## src/hw/rtl/aho_pkg.sv

```systemverilog
// Package for the additive harmonic oscillator: constants, command and status types,
// and the elaboration-time functions that build the sine table and the exponent factors.
// No dependencies.
`default_nettype none

package aho_pkg;

    localparam int MAX_HARMONICS_DEF = 64;
    localparam int SINE_ENTRIES_DEF  = 4096;

    localparam longint unsigned Q30_ONE     = 64'd1073741824;
    localparam longint unsigned HALF_PI_Q30 = 64'd1686629713;

    localparam int IDX_W     = 8;
    localparam int STEP_W    = 5;
    localparam int LOG_LAST  = 15;
    localparam int POW_LAST  = 16;
    localparam int DIV_LAST  = 16;
    localparam int EF_COUNT  = 17;

    localparam logic [1:0] CFG_HARMONIC_COUNT = 2'd0;
    localparam logic [1:0] CFG_HARMONIC_MODE  = 2'd1;
    localparam logic [1:0] CFG_FALLOFF        = 2'd2;

    localparam logic [1:0] MODE_ALL  = 2'd0;
    localparam logic [1:0] MODE_ODD  = 2'd1;
    localparam logic [1:0] MODE_EVEN = 2'd2;

    typedef enum logic [3:0] {
        OP_NONE,
        OP_LOAD_ITEM,
        OP_RC_CLEAR,
        OP_RAW_DIRECT,
        OP_LOG_INIT,
        OP_LOG_STEP,
        OP_VMUL,
        OP_POW_STEP,
        OP_POW_FIN,
        OP_NORM_RD,
        OP_DIV_INIT,
        OP_DIV_STEP,
        OP_NORM_WR,
        OP_SUM_START,
        OP_SUM_ISSUE,
        OP_FINISH
    } t_dp_op;

    typedef struct packed {
        t_dp_op              op;
        logic [IDX_W-1:0]    idx;
        logic [STEP_W-1:0]   step;
    } t_dp_cmd;

    typedef struct packed {
        logic direct;
        logic last;
        logic pipe_busy;
    } t_dp_status;

    function automatic longint unsigned isqrt64(input longint unsigned v);
        longint unsigned res;
        longint unsigned bitv;
        longint unsigned vv;
        res  = 64'd0;
        bitv = 64'd1 << 62;
        vv   = v;
        for (int n = 0; n < 32; n++) begin
            if (vv >= res + bitv) begin
                vv  = vv - (res + bitv);
                res = (res >> 1) + bitv;
            end else begin
                res = res >> 1;
            end
            bitv = bitv >> 2;
        end
        return res;
    endfunction

    function automatic logic [30:0] ef_q30(input int j);
        longint unsigned e;
        e = Q30_ONE >> 1;
        for (int n = 0; n < j; n++) begin
            e = isqrt64(e << 30);
        end
        return e[30:0];
    endfunction

    function automatic logic signed [15:0] sine_q15(input longint unsigned t);
        longint unsigned quad;
        longint unsigned r;
        longint unsigned x;
        longint unsigned x2;
        longint unsigned s;
        longint unsigned q;
        quad = t >> 30;
        r    = t & 64'h3FFF_FFFF;
        if (quad[0]) begin
            r = Q30_ONE - r;
        end
        x  = (r * HALF_PI_Q30) >> 30;
        x2 = (x * x) >> 30;
        s  = Q30_ONE - x2 / 110;
        s  = Q30_ONE - ((x2 * s) >> 30) / 72;
        s  = Q30_ONE - ((x2 * s) >> 30) / 42;
        s  = Q30_ONE - ((x2 * s) >> 30) / 20;
        s  = Q30_ONE - ((x2 * s) >> 30) / 6;
        s  = (x * s) >> 30;
        q  = (s + 64'd16384) >> 15;
        if (q > 64'd32767) begin
            q = 64'd32767;
        end
        return quad[1] ? 16'(64'd0 - q) : 16'(q);
    endfunction

endpackage

`default_nettype wire

```

## src/hw/rtl/aho_ctrl.sv

```systemverilog
// Controller of the additive harmonic oscillator: sequences the amplitude recompute,
// the harmonic sum and the output register. Depends on aho_pkg.
`default_nettype none

module aho_ctrl
    import aho_pkg::*;
(
    input  wire logic       i_clk,
    input  wire logic       i_rst_n,
    input  wire logic       i_in_valid,
    output logic            o_in_ready,
    input  wire logic       i_cfg_touch,
    output logic            o_out_valid,
    input  wire logic       i_out_ready,
    input  wire t_dp_status i_st,
    output t_dp_cmd         o_cmd
);

    typedef enum logic [3:0] {
        S_IDLE,
        S_RC_CLEAR,
        S_RC_RAW,
        S_LOG_INIT,
        S_LOG_STEP,
        S_VMUL,
        S_POW_STEP,
        S_POW_FIN,
        S_NORM_RD,
        S_DIV_INIT,
        S_DIV_STEP,
        S_NORM_WR,
        S_SUM_START,
        S_SUM_ISSUE,
        S_SUM_DRAIN,
        S_FINISH
    } t_state;

    t_state              r_state, n_state;
    logic [IDX_W-1:0]    r_idx, n_idx;
    logic [STEP_W-1:0]   r_step, n_step;
    logic                r_stale, n_stale;
    logic                r_out_valid, n_out_valid;
    t_dp_op              w_op;

    always_comb begin
        n_state     = r_state;
        n_idx       = r_idx;
        n_step      = r_step;
        n_stale     = r_stale | i_cfg_touch;
        n_out_valid = r_out_valid & ~i_out_ready;
        w_op        = OP_NONE;
        unique case (r_state)
            S_IDLE: begin
                if (i_in_valid) begin
                    w_op    = OP_LOAD_ITEM;
                    n_state = r_stale ? S_RC_CLEAR : S_SUM_START;
                end
            end
            S_RC_CLEAR: begin
                w_op    = OP_RC_CLEAR;
                n_stale = 1'b0;
                n_idx   = '0;
                n_state = S_RC_RAW;
            end
            S_RC_RAW: begin
                if (i_st.direct) begin
                    w_op = OP_RAW_DIRECT;
                    if (i_st.last) begin
                        n_idx   = '0;
                        n_state = S_NORM_RD;
                    end else begin
                        n_idx = IDX_W'(r_idx + 1'b1);
                    end
                end else begin
                    n_state = S_LOG_INIT;
                end
            end
            S_LOG_INIT: begin
                w_op    = OP_LOG_INIT;
                n_step  = '0;
                n_state = S_LOG_STEP;
            end
            S_LOG_STEP: begin
                w_op = OP_LOG_STEP;
                if (r_step == STEP_W'(LOG_LAST)) begin
                    n_state = S_VMUL;
                end else begin
                    n_step = STEP_W'(r_step + 1'b1);
                end
            end
            S_VMUL: begin
                w_op    = OP_VMUL;
                n_step  = STEP_W'(1);
                n_state = S_POW_STEP;
            end
            S_POW_STEP: begin
                w_op = OP_POW_STEP;
                if (r_step == STEP_W'(POW_LAST)) begin
                    n_state = S_POW_FIN;
                end else begin
                    n_step = STEP_W'(r_step + 1'b1);
                end
            end
            S_POW_FIN: begin
                w_op = OP_POW_FIN;
                if (i_st.last) begin
                    n_idx   = '0;
                    n_state = S_NORM_RD;
                end else begin
                    n_idx   = IDX_W'(r_idx + 1'b1);
                    n_state = S_RC_RAW;
                end
            end
            S_NORM_RD: begin
                w_op    = OP_NORM_RD;
                n_state = S_DIV_INIT;
            end
            S_DIV_INIT: begin
                w_op    = OP_DIV_INIT;
                n_step  = '0;
                n_state = S_DIV_STEP;
            end
            S_DIV_STEP: begin
                w_op = OP_DIV_STEP;
                if (r_step == STEP_W'(DIV_LAST)) begin
                    n_state = S_NORM_WR;
                end else begin
                    n_step = STEP_W'(r_step + 1'b1);
                end
            end
            S_NORM_WR: begin
                w_op = OP_NORM_WR;
                if (i_st.last) begin
                    n_state = S_SUM_START;
                end else begin
                    n_idx   = IDX_W'(r_idx + 1'b1);
                    n_state = S_NORM_RD;
                end
            end
            S_SUM_START: begin
                w_op    = OP_SUM_START;
                n_idx   = '0;
                n_state = S_SUM_ISSUE;
            end
            S_SUM_ISSUE: begin
                w_op = OP_SUM_ISSUE;
                if (i_st.last) begin
                    n_state = S_SUM_DRAIN;
                end else begin
                    n_idx = IDX_W'(r_idx + 1'b1);
                end
            end
            S_SUM_DRAIN: begin
                if (!i_st.pipe_busy) begin
                    n_state = S_FINISH;
                end
            end
            S_FINISH: begin
                if (!r_out_valid || i_out_ready) begin
                    w_op        = OP_FINISH;
                    n_out_valid = 1'b1;
                    n_state     = S_IDLE;
                end
            end
            default: begin
                n_state = S_IDLE;
            end
        endcase
    end

    always_ff @(posedge i_clk) begin
        if (!i_rst_n) begin
            r_state     <= S_IDLE;
            r_idx       <= '0;
            r_step      <= '0;
            r_stale     <= 1'b1;
            r_out_valid <= 1'b0;
        end else begin
            r_state     <= n_state;
            r_idx       <= n_idx;
            r_step      <= n_step;
            r_stale     <= n_stale;
            r_out_valid <= n_out_valid;
        end
    end

    assign o_in_ready  = (r_state == S_IDLE);
    assign o_out_valid = r_out_valid;
    assign o_cmd.op    = w_op;
    assign o_cmd.idx   = r_idx;
    assign o_cmd.step  = r_step;

endmodule

`default_nettype wire

```

## config.mk

```make
export PLATFORM = sky130hd
export DESIGN_NAME = aho_ctrl
export DESIGN_NICKNAME = d
export VERILOG_FILES = /design/src/hw/rtl/aho_pkg.sv /design/src/hw/rtl/aho_ctrl.sv
export SDC_FILE = /design/constraint.sdc
export NUM_CORES = 1
export LEC_CHECK = 0
export ABC_AREA = 1
export BUFFER_PORTS_ARGS = -buffer_cell sky130_fd_sc_hd__buf_2
export CORE_MARGIN = 2
export CORE_UTILIZATION = 55
export CTS_BUF_LIST = sky130_fd_sc_hd__clkbuf_16
export CTS_CLUSTER_DIAMETER = 120
export DETAILED_ROUTE_END_ITERATION = 10
export PLACE_DENSITY = 0.79
export RECOVER_POWER = 100
export SLEW_MARGIN = 20
export SYNTH_ARGS = -nofsm -noshare
export SYNTH_HDL_FRONTEND = slang
export SYNTH_SLANG_ARGS = --single-unit
export TNS_END_PERCENT = 30
```

## constraint.sdc

```tcl
create_clock -name i_clk -period 1.8 [get_ports i_clk]
set_input_delay 0.09 -clock i_clk [delete_from_list [all_inputs] [get_ports i_clk]]
set_output_delay 0.09 -clock i_clk [all_outputs]
set_load 0.01 [all_outputs]
```

Word-level counts from Yosys, hierarchy flattened
Index checks and enable logic that the tools add are counted.
{"block": "totals", "register_bits": 19, "romBits": 0, "latchBits": 0, "inputBits": 8, "ramBits": 0, "mem_count": 0, "word_cells": 78, "output_inout_bits": 19}
{"block": "op_classes", "n_shift": 0, "bitwise": 3, "n_addsub": 2, "mul": 0, "n_mux": 27, "magnitude_cmp": 0, "n_eq_ne": 29, "n_reduce_logical": 12, "n_div": 0}
{"op": "$pmux W4 S16", "count": 1}
{"op": "$pmux W4 S15", "count": 1}
{"op": "$mux W4", "count": 12}
{"op": "$eq A4 B4 Y1 const B", "count": 8}
{"op": "$pmux W8 S4", "count": 1}
{"op": "$mux W8", "count": 3}
{"op": "$ne A2 B2 Y1 const B", "count": 11}
{"op": "$pmux W5 S4", "count": 1}
{"op": "$eq A4 B3 Y1 const B", "count": 4}
{"op": "$mux W5", "count": 2}
{"op": "$add A8 B1 Y8 const B", "count": 1}
{"op": "$eq A4 B2 Y1 const B", "count": 2}
{"op": "$reduce_and A8 Y1", "count": 1}
{"op": "$reduce_bool A4 Y1", "count": 2}
{"op": "$reduce_or A2 Y1", "count": 4}
{"op": "$reduce_and A3 Y1", "count": 2}
{"op": "$add A5 B1 Y5 const B", "count": 1}
{"op": "$eq A5 B4 Y1 const B", "count": 1}
{"op": "$eq A5 B5 Y1 const B", "count": 1}
{"op": "$eq A4 B1 Y1 const B", "count": 1}
{"op": "$logic_not A4 Y1", "count": 1}
{"op": "$mux W1", "count": 4}
{"op": "$mux W3", "count": 1}
{"op": "$ne A3 B3 Y1 const B", "count": 1}
{"op": "other kinds (6)", "count": 6}

Depth between registers and ports, before layout
{"block": "depth", "depth_word": 4, "depth_mapped": 11}

Worst setup path before layout
OpenSTA, ideal clock, no wires.
{"block": "synth_path", "kind": "flip-flop to flip-flop", "start": "reg r_step[1]", "end": "reg r_state[0]", "setup_slack_ps": 319, "t_required_ps": 1686, "path_stages_with_launch": 10, "arrival_ps": 1367, "setup_time_ps": 114, "cell_sequence": "dfxtp_1 > ha_1 > nand2_1 > nor2_1 > ha_1 > o21ai_0 > nor2_1 > nand2_2 > a21oi_1 > nor2_1"}
{"block": "synth_between", "elab_chain_cells": 3}
{"item": "start, declared", "line": "aho_ctrl.sv:40", "text": "logic [STEP_W-1:0] r_step, n_step;"}
{"item": "start signal, assigned", "line": "aho_ctrl.sv:181", "text": "r_step <= n_step;"}
{"item": "$eq A5 B5 Y1 / $eq A5 B4 Y1 (equally long branches)", "line": "aho_ctrl.sv:98, aho_ctrl.sv:125, aho_ctrl.sv:85"}
{"item": "$ne A2 B2 Y1 (no source line)"}
{"item": "$reduce_and A8 Y1 (no source line) *"}
{"item": "end signal, assigned", "line": "aho_ctrl.sv:179", "text": "r_state <= n_state;"}
{"item": "end, declared", "line": "aho_ctrl.sv:38", "text": "t_state r_state, n_state;"}
Every way passes the cells marked *; elsewhere a longest branch is shown, timed or not.
A chain may end at the register's enable or synchronous reset.

==> summary by stage <==
Global route
The initial antenna violation count is 0. The global-route usage over all layers is 23.5%. The largest net degree at the start of global routing is 12. The first global-routing pass estimated 5960 um of wire. The total grt overflow is 0. The number of global-route vias before repair was 1,370.

Place
At the end of routability-driven placement, the weighted congestion stood at 0.929. The placed instance count is 307. The sum of net half-perimeters after detailed placement is 2650 um. The number of port buffers is 26.

Critical path
The endpoint identified for the worst register-to-register timing path is r_state[3]. The launching element of the worst setup path is r_state[2]. The startpoint type of the worst setup path is a register. The number of cells on the worst reg-to-reg path is 9. The category of the most critical setup path is register to output pin. STA classifies the critical path endpoint as an output pin.

The launch point of the worst reg-to-reg path is r_step[0]. The worst setup slack for register-to-register paths is 0.28 ns. The data arrival at the endpoint of the critical path is 1.67 ns. At the worst endpoint, the required time is 1.71 ns.

In this run the worst path has a maximum fanout of 5.

Routing
The count of antenna-violating nets left after detailed routing is 0. In the routed layout, each cell is associated on average with a via count of 5.11. The number of design rule violations left after detail routing is 0. The number of detailed-route iterations in the first pass is 4. For this block, the routed nets add up to 3490 um of wire. The detailed router finished its first iteration with 86 violations. Dividing the detail-routed wire length by the instance count gives 11.2 um. The via count of the routed design is 1,589.

Clock tree
Buffers inserted to repair hold after CTS numbered 0. The clock tree from TritonCTS is yes. CTS built an H-tree with a depth of 1. The clock net in this run drives a total of 19 sinks. TritonCTS created 3 clock buffers. The clock tree buffer depth is 2. The clock slew seen by the registers of the worst setup and hold paths is 0.06 ns.

The master cell of the clock root buffer is sky130_fd_sc_hd__clkbuf_16. The later pin in the worst-skew pair is clocked with a latency of 0.25 ns.

Layout
The post-route netlist has 19.3% of its cells at a drive strength greater than 1. Compared with the post-synthesis result, the final layout area differs by 16.5%. The final-stage net count is 293. The area of combinational cells with multiple inputs is 1020 um2. 0 antenna diodes ended up in the layout.

The most common library cell in the layout ignoring fill and taps is sky130_fd_sc_hd__nand2_1. The filler cells instantiated in the layout total 277. The final non-filler cell total is 311. The sequential cells in the finished layout cover a total of 387 um2. The top cell types in the final layout, fill and taps aside, are sky130_fd_sc_hd__nand2_1, sky130_fd_sc_hd__nor2_1, sky130_fd_sc_hd__inv_1.

Worst hold path
The start point of the worst min-delay path is i_cfg_touch. Along the worst hold path, the cell count comes to 3. The class of the tightest hold or removal check is primary input to register.

The hold-critical path endpoint is r_stale.

Synthesis
The synthesized netlist occupies a cell area of 1510 um2. Yosys printed 0 warnings. In this run the biggest area consumer among cell types represents 25.2% of the synthesized area.

The synthesis-stage register bit count is 19. The mean instance size in the synthesized netlist is 6.02 um2. Yosys mapped the design onto 33 distinct sky130hd cell types. Synthesis produced a netlist whose cell count is 251. After synthesis, the cell types taking the most area are sky130_fd_sc_hd__dfxtp_1, sky130_fd_sc_hd__nand2_1, sky130_fd_sc_hd__nor2_1. The sequential share of the synthesized area is 25.2%. The biggest area consumer among synthesized cells is sky130_fd_sc_hd__dfxtp_1. The number of nets in the synthesized netlist is 263.

Run status
The run finished with clean final reports.

STA
Between clock sinks in the finished design, the worst skew comes to 0.00283 ns. The aggregate negative setup slack is 0 ns. The final worst hold slack is 0.0575 ns. The final count of hold timing violations is 0.

The number of setup violations in the final report is 0. In the finished design, the share of the clock period the worst path needs comes to 97.9%. The worst slew margin relative to its limit is 75.7%. The maximum clock frequency is 0.568 GHz. Setup repair after global routing could not meet its margin everywhere. The smallest clock period supported by the final layout is computed as 1.76 ns. At the pin with the least slew margin, the transition time is 0.364 ns.

The max-slew violation count is 0.

Floorplanning
The die extent in x is 56.4 um. 27 I/O pins were placed. The floorplan has 19 rows.

The initial standard-cell utilization of the core is 56.3%. The floorplan step set the die height to 56.4 um. The floorplan core area is 2690 um2. The overall die area is 3180 um2.

Pwr
Dividing total power by cell area gives a power density of 1350 nW/um2. Summed over all cells, the static leakage comes to 0.842 nW. The peak ir drop on the vdd network is 0.820 mV.

Job
The number of maximum-capacitance violations is 0.
[per-stage QoR]
stage,setup slack (ns),instance area (um2),utilization [%],total power [mW]
3_3_place_gp,0.233,1680,62.5,1.89
4_1_cts,0.0365,1760,65.5,2.37
2_1_floorplan,0.319,1510,-,1.58
5_1_grt,-0.0158,1760,65.5,2.58
6_report,0.0380,1760,65.5,2.37
3_5_place_dp,0.247,1680,62.5,1.89
[state kept, by name (all words and copies together) (netlist names)]
signal and cells:
o_out_valid 1, r_idx 8, r_stale 1, r_state 4
r_step 5
[metal layers]
layer | part of all wire [%] | vias to the layer above | routed length (um) | global-route usage, %
met5 | 0 | - | 0 | 0
met4 | 1.3 | 0 | 44 | 7.48
met3 | 3.2 | 5 | 111 | 3.00
met2 | 48 | 31 | 1680 | 39.5
met1 | 47 | 702 | 1650 | 31.0
li1 | - | 851 | - | -
[worst max-delay path by stage]
stage	to	slack [ns]	depth (start not counted)
detailed placement	r_state[0]	0.25	9
global route	o_cmd[14]	-0.02	7
global placement	r_state[0]	0.23	9
finish	o_cmd[14]	0.04	7
CTS	o_cmd[14]	0.04	7
floorplan	r_state[0]	0.32	9
[cell usage after synthesis (all sizes together)]
master / count
nand2: 90
nor3: 1
o2111ai: 1
or3: 1
o211ai: 1
xnor2: 1
inv: 29
a22oi: 1
o21bai: 1
nand3: 19
nand3b: 1
clkbuf: 1
a31oi: 1
o21ai: 15
dfxtp: 19
nand4: 2
or2: 1
clkinv: 1
a21boi: 1
nor2: 44
a21oi: 11
buf: 1
ha: 4
xor2: 4
[power breakdown]
group	total, mW	internal, mW	switching (mW)	leakage, nW
clock network	0.468	0.298	0.169	0.0409
logic	1.31	0.451	0.856	0.645
registers	0.600	0.509	0.0916	0.157
total	2.37	1.26	1.12	0.842
[logic make-up after synthesis]
family          share of synthesized area, %
xor+xnor                                2.90
buf+inv                                 8.03
compound gates                          12.3
simple gates                            48.3
fa+ha+maj                               3.31
flops                                   25.2
[critical path, cell delays in order, from the launching register on]
cell	delay (ns)
sky130_fd_sc_hd__dfxtp_1	0.39
sky130_fd_sc_hd__inv_1	0.12
sky130_fd_sc_hd__nand2_1	0.15
sky130_fd_sc_hd__nor2_1	0.09
sky130_fd_sc_hd__nor2_1	0.10
sky130_fd_sc_hd__nand2_1	0.08
sky130_fd_sc_hd__or3_1	0.34
sky130_fd_sc_hd__buf_2	0.16
[layout make-up]
| type | count | area share (%) |
|---|---|---|
| multi-input combinational | 200 | 57.9 |
| clock inverter | 1 | 0.284 |
| timing repair buffer | 27 | 6.97 |
| clock buffer | 3 | 4.26 |
| tap | 31 | 2.20 |
| sequential | 19 | 22.0 |
| inverter | 30 | 6.40 |
[timing repair]
item,in CTS,in global routing
endpoints found under the setup margin,0,5
gates resized for setup,0,8
buffers inserted,0,0
Note: power is estimated with default switching activity, not from simulation.
